File: config.mk
export PLATFORM = sky130hd
export DESIGN_NAME = ere_token_lexer
export DESIGN_NICKNAME = d
export VERILOG_FILES = /design/src/hw/rtl/etl_pkg.sv /design/src/hw/rtl/etl_lex_core.sv /design/src/hw/rtl/etl_out_queue.sv /design/src/hw/rtl/ere_token_lexer.sv
export SDC_FILE = /design/constraint.sdc
export NUM_CORES = 1
export LEC_CHECK = 0
export BUFFER_PORTS_ARGS = -buffer_cell sky130_fd_sc_hd__buf_2
export CORE_MARGIN = 4
export CORE_UTILIZATION = 43
export CTS_CLUSTER_DIAMETER = 40
export DETAILED_ROUTE_END_ITERATION = 8
export PLACE_DENSITY = 0.69
export SKIP_LAST_GASP = 1
export SYNTH_ARGS = -nofsm -noshare
export SYNTH_HDL_FRONTEND = slang
export SYNTH_SLANG_ARGS = --single-unit
File: constraint.sdc
create_clock -name clk -period 4.7 [get_ports clk]
set_input_delay 0.94 -clock clk [delete_from_list [all_inputs] [get_ports clk]]
set_output_delay 0.94 -clock clk [all_outputs]
set_load 0.005 [all_outputs]
File: src/hw/rtl/etl_pkg.sv
`timescale 1ns / 1ps
// Shared types and constants for the ERE token lexer.
// Used by etl_lex_core, etl_out_queue and ere_token_lexer; depends on nothing.
package etl_pkg;

    localparam int COUNT_WIDTH = 16;
    localparam int PAREN_WIDTH = 8;
    localparam int PROD_WIDTH  = COUNT_WIDTH + 4;
    localparam int VALUE_WIDTH = 16;

    // token kinds
    localparam logic [2:0] KIND_ORD     = 3'd0;
    localparam logic [2:0] KIND_QUOTED  = 3'd1;
    localparam logic [2:0] KIND_COUNT   = 3'd2;
    localparam logic [2:0] KIND_SPECIAL = 3'd3;
    localparam logic [2:0] KIND_END     = 3'd4;

    // pattern characters
    localparam logic [7:0] CH_BSLASH = 8'h5C;
    localparam logic [7:0] CH_CARET  = 8'h5E;
    localparam logic [7:0] CH_DOT    = 8'h2E;
    localparam logic [7:0] CH_LBRACK = 8'h5B;
    localparam logic [7:0] CH_RBRACK = 8'h5D;
    localparam logic [7:0] CH_DOLLAR = 8'h24;
    localparam logic [7:0] CH_LPAREN = 8'h28;
    localparam logic [7:0] CH_RPAREN = 8'h29;
    localparam logic [7:0] CH_PIPE   = 8'h7C;
    localparam logic [7:0] CH_STAR   = 8'h2A;
    localparam logic [7:0] CH_PLUS   = 8'h2B;
    localparam logic [7:0] CH_QUEST  = 8'h3F;
    localparam logic [7:0] CH_LBRACE = 8'h7B;
    localparam logic [7:0] CH_RBRACE = 8'h7D;
    localparam logic [7:0] CH_COMMA  = 8'h2C;
    localparam logic [7:0] CH_DASH   = 8'h2D;
    localparam logic [7:0] CH_ZERO   = 8'h30;
    localparam logic [7:0] CH_NINE   = 8'h39;

    typedef enum logic [1:0] {
        CTX_PLAIN  = 2'd0,
        CTX_REPEAT = 2'd1,
        CTX_SET    = 2'd2
    } ctx_t;

    typedef enum logic [1:0] {
        PEND_NONE   = 2'd0,
        PEND_ESC    = 2'd1,
        PEND_DIGITS = 2'd2,
        PEND_DASH   = 2'd3
    } pend_t;

    typedef struct packed {
        ctx_t                   ctx;
        logic [1:0]             pos;
        logic                   neg;
        logic [PAREN_WIDTH-1:0] paren;
        pend_t                  pend;
        logic [COUNT_WIDTH-1:0] acc;
    } lex_state_t;

    typedef struct packed {
        logic [2:0]             kind;
        logic [VALUE_WIDTH-1:0] value;
        logic                   err;
        logic                   last;
    } tok_t;

    // up to two tokens caused by one input beat, tok0 first
    typedef struct packed {
        logic v0;
        logic v1;
        tok_t tok0;
        tok_t tok1;
    } tok_pair_t;

endpackage

File: src/hw/rtl/etl_lex_core.sv
`timescale 1ns / 1ps
// Combinational lexer step: next lexer state and up to two tokens per byte.
// Depends on etl_pkg.
module etl_lex_core
    import etl_pkg::*;
(
    input  lex_state_t cur,
    input  logic [7:0] data_byte,
    input  logic       end_of_input,
    output lex_state_t nxt,
    output tok_pair_t  toks
);

    typedef struct packed {
        lex_state_t st;
        logic       emit;
        tok_t       tok;
    } take_t;

    function automatic tok_t mk_tok(logic [2:0] k, logic [VALUE_WIDTH-1:0] v);
        tok_t t;
        t.kind  = k;
        t.value = v;
        t.err   = 1'b0;
        t.last  = 1'b0;
        return t;
    endfunction

    function automatic logic is_digit(logic [7:0] b);
        return (b >= CH_ZERO) && (b <= CH_NINE);
    endfunction

    function automatic logic is_quotable(logic [7:0] b);
        return (b == CH_BSLASH) || (b == CH_CARET) || (b == CH_DOT) || (b == CH_LBRACK)
            || (b == CH_DOLLAR) || (b == CH_LPAREN) || (b == CH_RPAREN) || (b == CH_PIPE)
            || (b == CH_STAR) || (b == CH_PLUS) || (b == CH_QUEST) || (b == CH_LBRACE);
    endfunction

    // Classify a byte that opens a new token.
    function automatic take_t take_byte(lex_state_t s, logic [7:0] b);
        take_t      r;
        logic       inset;
        logic [1:0] rel;
        logic [7:0] dig;
        r.st   = s;
        r.emit = 1'b1;
        r.tok  = mk_tok(KIND_ORD, VALUE_WIDTH'(b));
        inset  = (s.ctx == CTX_SET);
        dig    = b - CH_ZERO;
        if (inset && (s.pos != 2'd3))
        begin
            r.st.pos = s.pos + 2'd1;
        end
        rel = r.st.pos - {1'b0, s.neg};
        case (b)
            CH_BSLASH:
            begin
                r.st.pend = PEND_ESC;
                r.emit    = 1'b0;
            end
            CH_RPAREN:
            begin
                if (s.paren != '0)
                begin
                    r.st.paren = s.paren - PAREN_WIDTH'(1);
                    r.tok.kind = inset ? KIND_ORD : KIND_SPECIAL;
                end
            end
            CH_LPAREN:
            begin
                if (s.paren != '1)
                begin
                    r.st.paren = s.paren + PAREN_WIDTH'(1);
                end
                r.tok.kind = inset ? KIND_ORD : KIND_SPECIAL;
            end
            CH_CARET, CH_DOT, CH_LBRACK, CH_DOLLAR, CH_PIPE,
            CH_STAR, CH_PLUS, CH_QUEST, CH_LBRACE:
            begin
                if (!inset)
                begin
                    r.tok.kind = KIND_SPECIAL;
                    // refuse a context switch unless in plain context
                    if (b == CH_LBRACE)
                    begin
                        if (s.ctx != CTX_PLAIN)
                        begin
                            r.tok.err = 1'b1;
                        end
                        else
                        begin
                            r.st.ctx = CTX_REPEAT;
                        end
                    end
                    else if (b == CH_LBRACK)
                    begin
                        if (s.ctx != CTX_PLAIN)
                        begin
                            r.tok.err = 1'b1;
                        end
                        else
                        begin
                            r.st.ctx = CTX_SET;
                            r.st.pos = 2'd0;
                            r.st.neg = 1'b0;
                        end
                    end
                end
                else if ((b == CH_CARET) && (r.st.pos == 2'd1))
                begin
                    r.st.neg   = 1'b1;
                    r.tok.kind = KIND_SPECIAL;
                end
            end
            CH_RBRACK:
            begin
                if (inset && (rel != 2'd1))
                begin
                    r.st.ctx   = CTX_PLAIN;
                    r.tok.kind = KIND_SPECIAL;
                end
            end
            CH_DASH:
            begin
                if (inset && (rel != 2'd1))
                begin
                    r.st.pend = PEND_DASH;
                    r.emit    = 1'b0;
                end
            end
            CH_RBRACE:
            begin
                if (s.ctx == CTX_REPEAT)
                begin
                    r.st.ctx   = CTX_PLAIN;
                    r.tok.kind = KIND_SPECIAL;
                end
            end
            CH_COMMA:
            begin
                if (s.ctx == CTX_REPEAT)
                begin
                    r.tok.kind = KIND_SPECIAL;
                end
            end
            default:
            begin
                if (is_digit(b) && (s.ctx == CTX_REPEAT))
                begin
                    r.st.pend = PEND_DIGITS;
                    r.st.acc  = COUNT_WIDTH'(dig);
                    r.emit    = 1'b0;
                end
            end
        endcase
        return r;
    endfunction

    lex_state_t             cleared;
    take_t                  tb;
    tok_t                   esc_tok;
    tok_t                   cnt_tok;
    tok_t                   end_tok;
    logic [7:0]             dig;
    logic [PROD_WIDTH-1:0]  prod;

    always_comb
    begin
        cleared      = cur;
        cleared.pend = PEND_NONE;
        tb           = take_byte(cleared, data_byte);
        esc_tok      = mk_tok((cur.ctx == CTX_SET) ? KIND_ORD : KIND_SPECIAL,
                              VALUE_WIDTH'(CH_BSLASH));
        cnt_tok      = mk_tok(KIND_COUNT, VALUE_WIDTH'(cur.acc));
        end_tok      = mk_tok(KIND_END, '0);
        dig          = data_byte - CH_ZERO;
        // acc * 10 + digit, then saturate
        prod = ({4'b0000, cur.acc} << 3) + ({4'b0000, cur.acc} << 1)
             + PROD_WIDTH'(dig);

        nxt  = cur;
        toks = '0;
        if (end_of_input)
        begin
            nxt = cleared;
            case (cur.pend)
                PEND_ESC:
                begin
                    toks.v0 = 1'b1; toks.tok0 = esc_tok;
                    toks.v1 = 1'b1; toks.tok1 = end_tok;
                end
                PEND_DIGITS:
                begin
                    toks.v0 = 1'b1; toks.tok0 = cnt_tok;
                    toks.v1 = 1'b1; toks.tok1 = end_tok;
                end
                PEND_DASH:
                begin
                    toks.v0 = 1'b1; toks.tok0 = mk_tok(KIND_SPECIAL, VALUE_WIDTH'(CH_DASH));
                    toks.v1 = 1'b1; toks.tok1 = end_tok;
                end
                default:
                begin
                    toks.v0 = 1'b1; toks.tok0 = end_tok;
                end
            endcase
        end
        else
        begin
            case (cur.pend)
                PEND_ESC:
                begin
                    if (is_quotable(data_byte))
                    begin
                        nxt     = cleared;
                        toks.v0 = 1'b1;
                        toks.tok0 = mk_tok(KIND_QUOTED, VALUE_WIDTH'(data_byte));
                    end
                    else
                    begin
                        nxt       = tb.st;
                        toks.v0   = 1'b1;
                        toks.tok0 = esc_tok;
                        toks.v1   = tb.emit;
                        toks.tok1 = tb.tok;
                    end
                end
                PEND_DIGITS:
                begin
                    if (is_digit(data_byte))
                    begin
                        if (|prod[PROD_WIDTH-1:COUNT_WIDTH])
                        begin
                            nxt.acc = '1;
                        end
                        else
                        begin
                            nxt.acc = prod[COUNT_WIDTH-1:0];
                        end
                    end
                    else
                    begin
                        nxt       = tb.st;
                        toks.v0   = 1'b1;
                        toks.tok0 = cnt_tok;
                        toks.v1   = tb.emit;
                        toks.tok1 = tb.tok;
                    end
                end
                PEND_DASH:
                begin
                    nxt       = tb.st;
                    toks.v0   = 1'b1;
                    toks.tok0 = mk_tok((data_byte == CH_RBRACK) ? KIND_ORD : KIND_SPECIAL,
                                       VALUE_WIDTH'(CH_DASH));
                    toks.v1   = tb.emit;
                    toks.tok1 = tb.tok;
                end
                default:
                begin
                    nxt       = tb.st;
                    toks.v0   = tb.emit;
                    toks.tok0 = tb.tok;
                end
            endcase
        end
        toks.tok0.last = !toks.v1;
        toks.tok1.last = 1'b1;
    end

endmodule

File: src/hw/rtl/etl_out_queue.sv
`timescale 1ns / 1ps
// Two-entry result queue feeding the master-side stream port.
// Depends on etl_pkg.
module etl_out_queue
    import etl_pkg::*;
(
    input  logic       clk,
    input  logic       rst_n,
    input  logic       push,
    input  tok_pair_t  toks,
    output logic       room,
    output logic       m_axis_tvalid,
    input  logic       m_axis_tready,
    output logic [15:0] m_axis_tdata,   // token_value[15:0]
    output logic [3:0] m_axis_tuser,    // token_kind[2:0], context_error[3]
    output logic       m_axis_tlast
);

    logic [1:0] cnt_reg;
    logic [1:0] cnt_next;
    tok_t       slot0_reg;
    tok_t       slot0_next;
    tok_t       slot1_reg;
    tok_t       slot1_next;
    logic       pop;

    assign pop  = (cnt_reg != 2'd0) && m_axis_tready;
    // take a new pair only when the queue is empty after this cycle's beat
    assign room = (cnt_reg == 2'd0) || ((cnt_reg == 2'd1) && m_axis_tready);

    always_comb
    begin
        cnt_next   = cnt_reg;
        slot0_next = slot0_reg;
        slot1_next = slot1_reg;
        if (pop)
        begin
            slot0_next = slot1_reg;
            cnt_next   = cnt_reg - 2'd1;
        end
        if (push && toks.v0)
        begin
            slot0_next = toks.tok0;
            slot1_next = toks.tok1;
            cnt_next   = toks.v1 ? 2'd2 : 2'd1;
        end
    end

    always_ff @(posedge clk or negedge rst_n)
    begin
        if (!rst_n)
        begin
            cnt_reg <= 2'd0;
        end
        else
        begin
            cnt_reg <= cnt_next;
        end
    end

    always_ff @(posedge clk)
    begin
        slot0_reg <= slot0_next;
        slot1_reg <= slot1_next;
    end

    assign m_axis_tvalid = (cnt_reg != 2'd0);
    assign m_axis_tdata  = slot0_reg.value;
    assign m_axis_tuser  = {slot0_reg.err, slot0_reg.kind};
    assign m_axis_tlast  = slot0_reg.last;

    a_push_room: assert property (@(posedge clk) disable iff (!rst_n)
        (push && toks.v0) |-> ((cnt_reg == 2'd0) || ((cnt_reg == 2'd1) && m_axis_tready)))
        else $error("result pair pushed into a queue without room");

    a_pair_last: assert property (@(posedge clk) disable iff (!rst_n)
        (cnt_reg == 2'd2) |-> (!slot0_reg.last && slot1_reg.last))
        else $error("full queue must hold one pair with last on its second token");

    a_cnt_range: assert property (@(posedge clk) disable iff (!rst_n)
        cnt_reg != 2'd3)
        else $error("result queue overfilled");

endmodule

File: src/hw/rtl/ere_token_lexer.sv
`timescale 1ns / 1ps
// ERE token lexer top level: input register, lexer state, result queue.
// Depends on etl_pkg, etl_lex_core and etl_out_queue.
// A beat in the input register is lexed and its tokens registered into the result queue.
// Throughput: one byte per cycle while each byte yields at most one token and the output
// is ready; a byte yielding two tokens stalls the input, set by the single result port.
// Reset (async, rst_n low): plain context, no pending token, depth zero, queue empty.
module ere_token_lexer
    import etl_pkg::*;
(
    input  logic        clk,
    input  logic        rst_n,
    input  logic        s_axis_tvalid,
    output logic        s_axis_tready,
    input  logic [7:0]  s_axis_tdata,   // data_byte[7:0]
    input  logic        s_axis_tlast,   // end_of_input
    output logic        m_axis_tvalid,
    input  logic        m_axis_tready,
    output logic [15:0] m_axis_tdata,   // token_value[15:0]
    output logic [3:0]  m_axis_tuser,   // token_kind[2:0], context_error[3]
    output logic        m_axis_tlast
);

    logic       in_valid_reg;
    logic       in_valid_next;
    logic [7:0] in_byte_reg;
    logic       in_end_reg;
    lex_state_t lex_reg;
    lex_state_t lex_next;
    tok_pair_t  toks;
    logic       room;
    logic       advance;
    logic       s_fire;

    assign advance       = in_valid_reg && room;
    assign s_axis_tready = !in_valid_reg || room;
    assign s_fire        = s_axis_tvalid && s_axis_tready;

    always_comb
    begin
        in_valid_next = in_valid_reg;
        if (s_fire)
        begin
            in_valid_next = 1'b1;
        end
        else if (advance)
        begin
            in_valid_next = 1'b0;
        end
    end

    etl_lex_core u_core (
        .cur          (lex_reg),
        .data_byte    (in_byte_reg),
        .end_of_input (in_end_reg),
        .nxt          (lex_next),
        .toks         (toks)
    );

    always_ff @(posedge clk or negedge rst_n)
    begin
        if (!rst_n)
        begin
            in_valid_reg <= 1'b0;
            lex_reg      <= '{ctx: CTX_PLAIN, pos: 2'd0, neg: 1'b0, paren: '0,
                              pend: PEND_NONE, acc: '0};
        end
        else
        begin
            in_valid_reg <= in_valid_next;
            if (advance)
            begin
                lex_reg <= lex_next;
            end
        end
    end

    // hold the beat until the queue can take its tokens
    always_ff @(posedge clk)
    begin
        if (s_fire)
        begin
            in_byte_reg <= s_axis_tdata;
            in_end_reg  <= s_axis_tlast;
        end
    end

    etl_out_queue u_queue (
        .clk           (clk),
        .rst_n         (rst_n),
        .push          (advance),
        .toks          (toks),
        .room          (room),
        .m_axis_tvalid (m_axis_tvalid),
        .m_axis_tready (m_axis_tready),
        .m_axis_tdata  (m_axis_tdata),
        .m_axis_tuser  (m_axis_tuser),
        .m_axis_tlast  (m_axis_tlast)
    );

    a_digits_in_braces: assert property (@(posedge clk) disable iff (!rst_n)
        (lex_reg.pend == PEND_DIGITS) |-> (lex_reg.ctx == CTX_REPEAT))
        else $error("digit run pending outside repeat braces");

    a_dash_in_set: assert property (@(posedge clk) disable iff (!rst_n)
        (lex_reg.pend == PEND_DASH) |-> (lex_reg.ctx == CTX_SET))
        else $error("bracket dash pending outside a bracket");

    a_neg_after_first: assert property (@(posedge clk) disable iff (!rst_n)
        lex_reg.neg |-> (lex_reg.pos != 2'd0))
        else $error("bracket negated before its first token");

endmodule

-- Word level (Yosys, flattened, before mapping)
Cells that the tools add are included.
- add/subtract/negate cells: 8
- order comparisons: 2
- equality and inequality tests: 29
- muxes and demuxes: 63
- bitwise logic cells: 1
- reduce and logical (&&, ||, !) cells: 41
- operators by type and width (operator ; count):
    21-bit case mux with 3 select lines ; 3
    21-bit two-way mux ; 5
    44-bit two-way mux ; 2
    8-bit by 6-bit == test with 1-bit output, second input constant ; 9
    31-bit case mux with 2 select lines ; 1
    8-bit by 7-bit == test with 1-bit output, second input constant ; 7
    16-bit two-way mux ; 3
    31-bit two-way mux ; 1
    2-bit two-way mux ; 14
    5-bit two-way mux ; 5
    19-bit by 17-bit adder with 20-bit output ; 1
    20-bit by 8-bit adder with 20-bit output ; 1
    19-bit two-way mux ; 1
    18-bit two-way mux ; 1
    8-bit two-way mux ; 2
    8-bit case mux with 2 select lines ; 1
    16-bit OR reduction ; 1
    15-bit two-way mux ; 1
    3-bit case mux with 5 select lines ; 1
    14-bit OR reduction ; 1
    1-bit logical OR ; 13
    1-bit two-way mux ; 12
    3-bit two-way mux ; 4
    2-bit case mux with 3 select lines ; 2
    30 further kinds ; 52
- flip-flop bits (word level): 84
- input bits: 13
- output and inout port bits: 23
- word-level logic and storage cells: 161

-- Depth between registers and ports, before layout
Gate-level depths: netlist (run 1).
- depth after elaboration: 17
- depth in mapped cells: 14
- depth with buffers taken out: 12

-- Modules after synthesis
From an unflattened synthesis (run 1), not the netlist that was laid out.
- cell total of the unflattened synthesis: 697
- area total of the unflattened synthesis: 7058.0 µm²
- modules (own cells, without submodules) (module ; instances ; cells an instance ; area each (µm²) ; seq. area each (µm²)):
    etl_lex_core ; 1 ; 535 ; 3714.8 ; 0.0
    etl_out_queue ; 1 ; 82 ; 1751.7 ; 1311.3
    ere_token_lexer ; 1 ; 80 ; 1591.5 ; 1071.0

-- Worst setup path after synthesis (run 1)
Ideal clock, no wire load.
- path kind: register to register
- from: register in_byte_reg[4]
- to: register lex_reg[4] in the netlist's numbering
- library setup time: 138 ps
- arrival: 3504 ps
- required time: 4562 ps
- slack: 1057 ps
- cell stages (with the launch flop): 13
- path buffers: 1
- period minus slack after synthesis: 3643 ps
- cell sequence: edfxtp_1 ha_1 xnor2_1 fa_1 ha_1 a21o_1 a221oi_2 a31oi_1 mux2_2 or3_1 clkbuf_1 nor4_1 o22ai_1
- cells in the longest elaborated chain, start to end: 14
- elaborated cells between the ends (all ways): 43
- classes of those cells: add/sub (2); order compare (2); eq/ne (17); mux (6); reduce/logical (16)
- RTL lines (element ; line ; text):
    from (decl) ; ere_token_lexer.sv:26 ; logic [7:0] in_byte_reg;
    from (signal assigned) ; ere_token_lexer.sv:83 ; in_byte_reg <= s_axis_tdata;
    parallel branches: the longest is 14 deep, another holds 20-bit by 8-bit adder with 20-bit output ; - ;
    to (signal assigned) ; ere_token_lexer.sv:65 ; lex_reg <= '{ctx: CTX_PLAIN, pos: 2'd0, neg: 1'b0, paren: '0,
    to (signal assigned) ; ere_token_lexer.sv:73 ; lex_reg <= lex_next;
    to (decl) ; ere_token_lexer.sv:28 ; lex_state_t lex_reg;
Several ways; the timed one is not identified. The select of a mux whose other input is x is not followed.
A chain may end at the register's enable or synchronous reset.

-- Final worst setup path (run 1)
- from: register in_byte_reg[4]
- to: register lex_reg[3] in the netlist's numbering
- cells in the longest elaborated chain, start to end: 14
- elaborated cells between the ends (all ways): 43
- classes of those cells: add/sub (2); order compare (2); eq/ne (17); mux (6); reduce/logical (16)
- RTL lines (element):
    parallel branches: the longest is 14 deep, another holds 20-bit by 8-bit adder with 20-bit output
Several ways; the timed one is not identified. The select of a mux whose other input is x is not followed.

==> results.cfg, run 1 <==
[cts]
root_buffer = clkbuf_16
clockBufferDepth = 2
cts_tree = yes
path_clk_slew_ns = 0.06
cts.sinks = 75
hold_buffers = 0
clock_latency_ns = 0.34
cts_setup_buffers = 0
cts_buffers = 9
h-tree-depth = 3

[cells_and_area]
largest_register_ffs = 31
mostFrequentLayoutCell = nand2_1
most-common-layout-cells = nand2_1, o21ai_0, a21oi_1
final_util = 0.488
syn_to_final_growth_pct = 10.1
antenna_cells = 0
nets = 709
drive_gt1_frac = 0.115

[timing]
max_freq_ghz = 0.238
fin_skew_ns = 0.00845
hold_viol = 0
slew_viol_final = 0
fin_crit_sh = 0.893
rsz0062_at_grt = no
tightest_slew_ns = 1.04
setup_viol_count_final = 0
fin_tns_setup_ns = 0
min_period_ns = 4.20
relSlewSlack = 0.289
whs_ns = 0.502

[logic_synthesis]
synthFlopType = edfxtp_1
synth_edf_count = 41
synth_cell_types = 71
yosysSeqAreaShare = 0.368
synth_area_um2 = 5660
ys_warn_count = 0
syn_avg_cell_area_um2 = 9.00
syn_nets = 689
ys_ff_latch = 75
async_reset_ff_frac = 0.453
syn-instance-count = 629

[routing]
viasPerCell = 5.95
vias = 4913
drcViolationCount = 0
drtPass1Iterations = 5
first_iter_violations = 568
detail_route.wl_per_cell_um = 17.0
ant_nets = 0
wl_mm = 14.1

[global_routing]
grt_start_max_net_pins = 35
grt_pass1_vias = 4700
antenna_found_initial = 0
gr-usage-all-layers = 0.193
grt_first_pass_wirelength_mm = 23.1
grt_overflow = 0

[die]
std_cell_rows = 41
start_util = 0.443
io_pins = 36
die_x_um = 123
core_um2 = 12800
die_height_um = 123
dieArea_um2 = 15100

[setup_path]
cp-end-kind = register
cp_max_fo = 11
cp_data_required_time_ns = 4.95
crit_type = register to register
critPathLaunchType = register
arrival_ns = 4.45

[power]
leakagePower_nw = 2.65
pwr_density_cell_nw_per_um2 = 379
ir_drop_mv = 0.185

[run_status]
status = finished, final reports clean

[worst_hold_path]
holdCritPathClass = register to register

[placed_design]
gp_congestion = 0.964
dp_hpwl_mm = 10.6
io_buffers = 35

[job]
cap_violations = 0
[Yosys cell counts (14+ instances only)]
library cell	count	area [µm²]
nand2_1	67	251
o21ai_0	49	245
a21oi_1	45	225
nor2_1	44	165
edfxtp_1	41	1230
ha_1	41	513
dfrtp_1	34	851
inv_1	29	109
clkbuf_1	20	75.1
and2_1	16	100
and3_1	15	93.8
xnor2_1	14	123
[where the power goes]
group          internal, mW  total (mW)  switching (mW)
logic                 0.270       0.680           0.410
clock network         0.366       0.663           0.297
registers             0.914        1.02           0.109
[worst paths after layout]
check / startpoint / to / slack [ns] / cells after the start
min in group asynchronous: rst_n / lex_reg[22] / 0.71 / 1
worst min register to register: lex_reg[26] / lex_reg[26] / 0.50 / 1
worst max register to register: in_byte_reg[4] / lex_reg[3] / 0.50 / 11
max in group asynchronous: rst_n / lex_reg[14] / 3.45 / 1
worst min-delay path: lex_reg[26] / lex_reg[26] / 0.50 / 1
worst max-delay path: in_byte_reg[4] / lex_reg[3] / 0.50 / 11
[worst max-delay path, stage by stage (launching register included)]
cell,delay [ns]
edfxtp_1,0.51
ha_1,0.33
xnor2_1,0.20
fa_1,0.44
ha_1,0.36
a21o_1,0.20
a221oi_2,0.41
nor3_1,0.16
o41ai_2,0.49
mux2i_2,0.64
o31ai_4,0.21
o211ai_1,0.14
[metal layers]
metal	track usage	part of all wire	up-vias	wire length, µm
li1	-	-	2363	-
met1	0.270	0.48	2376	6680
met2	0.303	0.46	155	6390
met3	0.0424	0.057	19	803
met4	0.0518	0.013	0	177
met5	0	0	-	0
[cells by family after synthesis]
| group | count (synthesis) | synth area share |
|---|---|---|
| simple gates | 239 | 0.221 |
| compound gates | 178 | 0.205 |
| mux | 9 | 0.0164 |
| flops | 75 | 0.368 |
| xor+xnor | 21 | 0.0325 |
| buf+inv | 60 | 0.0455 |
| fa+ha+maj | 47 | 0.112 |
[stage by stage]
| step | cell area, µm² | std cells | setup WS, ns | power, mW |
|---|---|---|---|---|
| after floorplan | 5660 | 629 | 1.06 | 1.48 |
| after global placement | 5940 | 810 | 0.457 | 1.69 |
| after detailed placement | 5940 | 810 | 0.338 | 1.71 |
| after CTS | 6220 | 826 | 0.286 | 2.38 |
| after global routing | 6240 | 826 | 0.170 | 2.51 |
| final | 6240 | 826 | 0.502 | 2.37 |
[what timing repair did]
action | in CTS | in global routing
endpoints found under the setup margin | 0 | 5
endpoints found under the hold margin | 0 | 0
resized for setup | 0 | 2
[layout make-up]
cell class,instances,area [µm²]
clock buffers,9,225
flip-flops and latches,75,2080
clock inverters,7,57.6
inverters,29,109
multi-input cells,494,3340
fillers,1174,6540
repair buffers,40,213
well taps,172,215
(Power assumes the default switching activity.)
==> run 2, diff against run 1 <==
- CORE_MARGIN: 4 -> 1
==> run 2 against run 1 <==
  * Clock skew decreased by 0.0018 ns
  * Routed wire length decreased by 3.6%
  * Maximum frequency decreased by 1.6%
  * Via count decreased by 0.26%
  * First-iteration DRC count decreased by 16%
  * Die area decreased by 9.5%
  * Power increased by 4.1%
  * Clock-buffer cell count unchanged
  * Combinational power decreased by 1%
  * Sequential power about the same
  * Critical path depth unchanged
  * Critical endpoint is now lex_reg[1]
  * Worst hold slack improved by 0.0079 ns
  * Largest power group unchanged
  * Highest routed layer unchanged
==> results.cfg, run 2 (synthesis results as in run 1) <==
[run_status]
status = finished, final reports clean

[timing]
rsz0062_at_grt = no
fin_crit_sh = 0.908
slew_viol_final = 0
hold_viol = 0
setup_viol_count_final = 0
relSlewSlack = 0.255
tightest_slew_ns = 1.09
max_freq_ghz = 0.234
fin_tns_setup_ns = 0
min_period_ns = 4.27
fin_skew_ns = 0.00667

[cells_and_area]
final_util = 0.494
seq_area_um2 = 2080
most-common-layout-cells = nand2_1, o21ai_0, a21oi_1
fillCellCount = 1209
drive_gt1_frac = 0.115
antenna_cells = 0
mostFrequentLayoutCell = nand2_1
multi_input_area_um2 = 3340
nets = 709
syn_to_final_growth_pct = 11.0
largest_register_ffs = 31

[cts]
cts_buffers = 9
cts_tree = yes
cts.sinks = 75
clock_latency_ns = 0.34
root_buffer = clkbuf_16
h-tree-depth = 3
clockBufferDepth = 2
path_clk_slew_ns = 0.07
hold_buffers = 0

[routing]
first_iter_violations = 476
viasPerCell = 5.93
vias = 4900
wl_mm = 13.5
ant_nets = 0
drtPass1Iterations = 5
drcViolationCount = 0
detail_route.wl_per_cell_um = 16.4

[die]
io_pins = 36
core_um2 = 12700
start_util = 0.445
std_cell_rows = 41
die_height_um = 117
die_x_um = 117
dieArea_um2 = 13600

[setup_path]
critPathLaunchType = register
cp-end-kind = register
crit_type = register to register
cp_slowest_cell = mux2i_2
critPathMaxStageDelay_ns = 0.67
r2r_end = lex_reg[1]
crit_path_frequent_cell = ha_1
ff2ff_setup_slack_ns = 0.43
critPathLaunch = in_byte_reg[4]
crit_chain = ha_1 > xnor2_1 > fa_1 > ha_1 > a21o_1 > a221oi_2 > nor3_1 > o41ai_2 > mux2i_2 > o31ai_4 > o211ai_1
reg2reg_depth = 11
arrival_ns = 4.51
cp_data_required_time_ns = 4.95
crit-reg2reg-launch = in_byte_reg[4]
cp_max_fo = 11
endpoint = lex_reg[1]

[global_routing]
grt_pass1_vias = 4511
antenna_found_initial = 0
grt_start_max_net_pins = 35
grt_overflow = 0
grt_first_pass_wirelength_mm = 22.6
gr-usage-all-layers = 0.212

[power]
power_frac_clock = 0.313
internal_power_mw = 1.66
leakagePower_nw = 2.67
switchingPower_uw = 805
comb_power_share = 0.272
pwr_density_cell_nw_per_um2 = 392
power_frac_seq = 0.415
ir_drop_mv = 0.177
swShare = 0.327

[placed_design]
io_buffers = 35
gp_congestion = 0.924
dp_hpwl_mm = 10.2

[worst_hold_path]
holdCritPathClass = register to register

[job]
cap_violations = 0
[run 2: changes by cell type in the layout (fill, tap and decap cells not counted)]
cell and change:
bufinv_16 +2, clkinv_4 +1, clkinvlp_4 -2, clkinv_2 -1
[run 2: cell type report]
cell class	count	area share
multi-input cells	494	0.531
repair buffers	40	0.0338
clock buffers	9	0.0358
flip-flops and latches	75	0.331
inverters	29	0.0173
well taps	172	0.0342
clock inverters	7	0.0169
[run 2: metal layers]
| metal | up-vias | routed length [µm] | track usage |
|---|---|---|---|
| met5 | - | 0 | 0 |
| met4 | 0 | 297 | 0.0759 |
| met3 | 31 | 695 | 0.0384 |
| met2 | 171 | 6080 | 0.324 |
| met1 | 2326 | 6470 | 0.300 |
| li1 | 2372 | - | - |
[run 2: repair_timing]
| item | in CTS | in global routing |
|---|---|---|
| setup endpoints to repair | 0 | 4 |
| setup buffers | 0 | 0 |
| resized for setup | 0 | 2 |
[run 2: how the worst min path moves through the flow]
stage                              start                 endpoint  slack, ns  cells past startpoint
global route                 lex_reg[26]              lex_reg[26]       0.54                      1
floorplan                    lex_reg[26]              lex_reg[26]       0.47                      1
global placement    u_queue.slot1_reg[5]  u_queue.m_axis_tdata[3]       0.50                      2
detailed placement           lex_reg[26]              lex_reg[26]       0.50                      1
finish                       lex_reg[26]              lex_reg[26]       0.51                      1
CTS                          lex_reg[26]              lex_reg[26]       0.51                      1
[run 2: power groups by stage]
stage	Sequential [mW]	Combinational, mW	Clock (mW)
4_1_cts	1.02	0.671	0.782
3_5_place_dp	1.03	0.666	0
2_1_floorplan	0.996	0.484	0
5_1_grt	1.05	0.767	0.806
3_3_place_gp	1.03	0.651	0
6_report	1.02	0.670	0.772
[run 2: worst max-delay path: cells and delay by family (launching register included)]
kind / cells / cell delay [ns]
compound gates: 5 / 1.46
mux: 1 / 0.67
fa+ha+maj: 3 / 1.15
flops: 1 / 0.51
xor+xnor: 1 / 0.22
simple gates: 1 / 0.16
[run 2: metrics by stage]
step           std cells  total power, mW  instance area [µm²]  worst slack (ns)  hold WS (ns)
2_1_floorplan        629             1.48                 5660              1.06         0.467
3_5_place_dp         810             1.70                 5940             0.295         0.496
6_report             826             2.46                 6290             0.434         0.510
4_1_cts              826             2.47                 6270             0.226         0.514
3_3_place_gp         810             1.68                 5940             0.462         0.497
5_1_grt              826             2.62                 6290             0.239         0.539
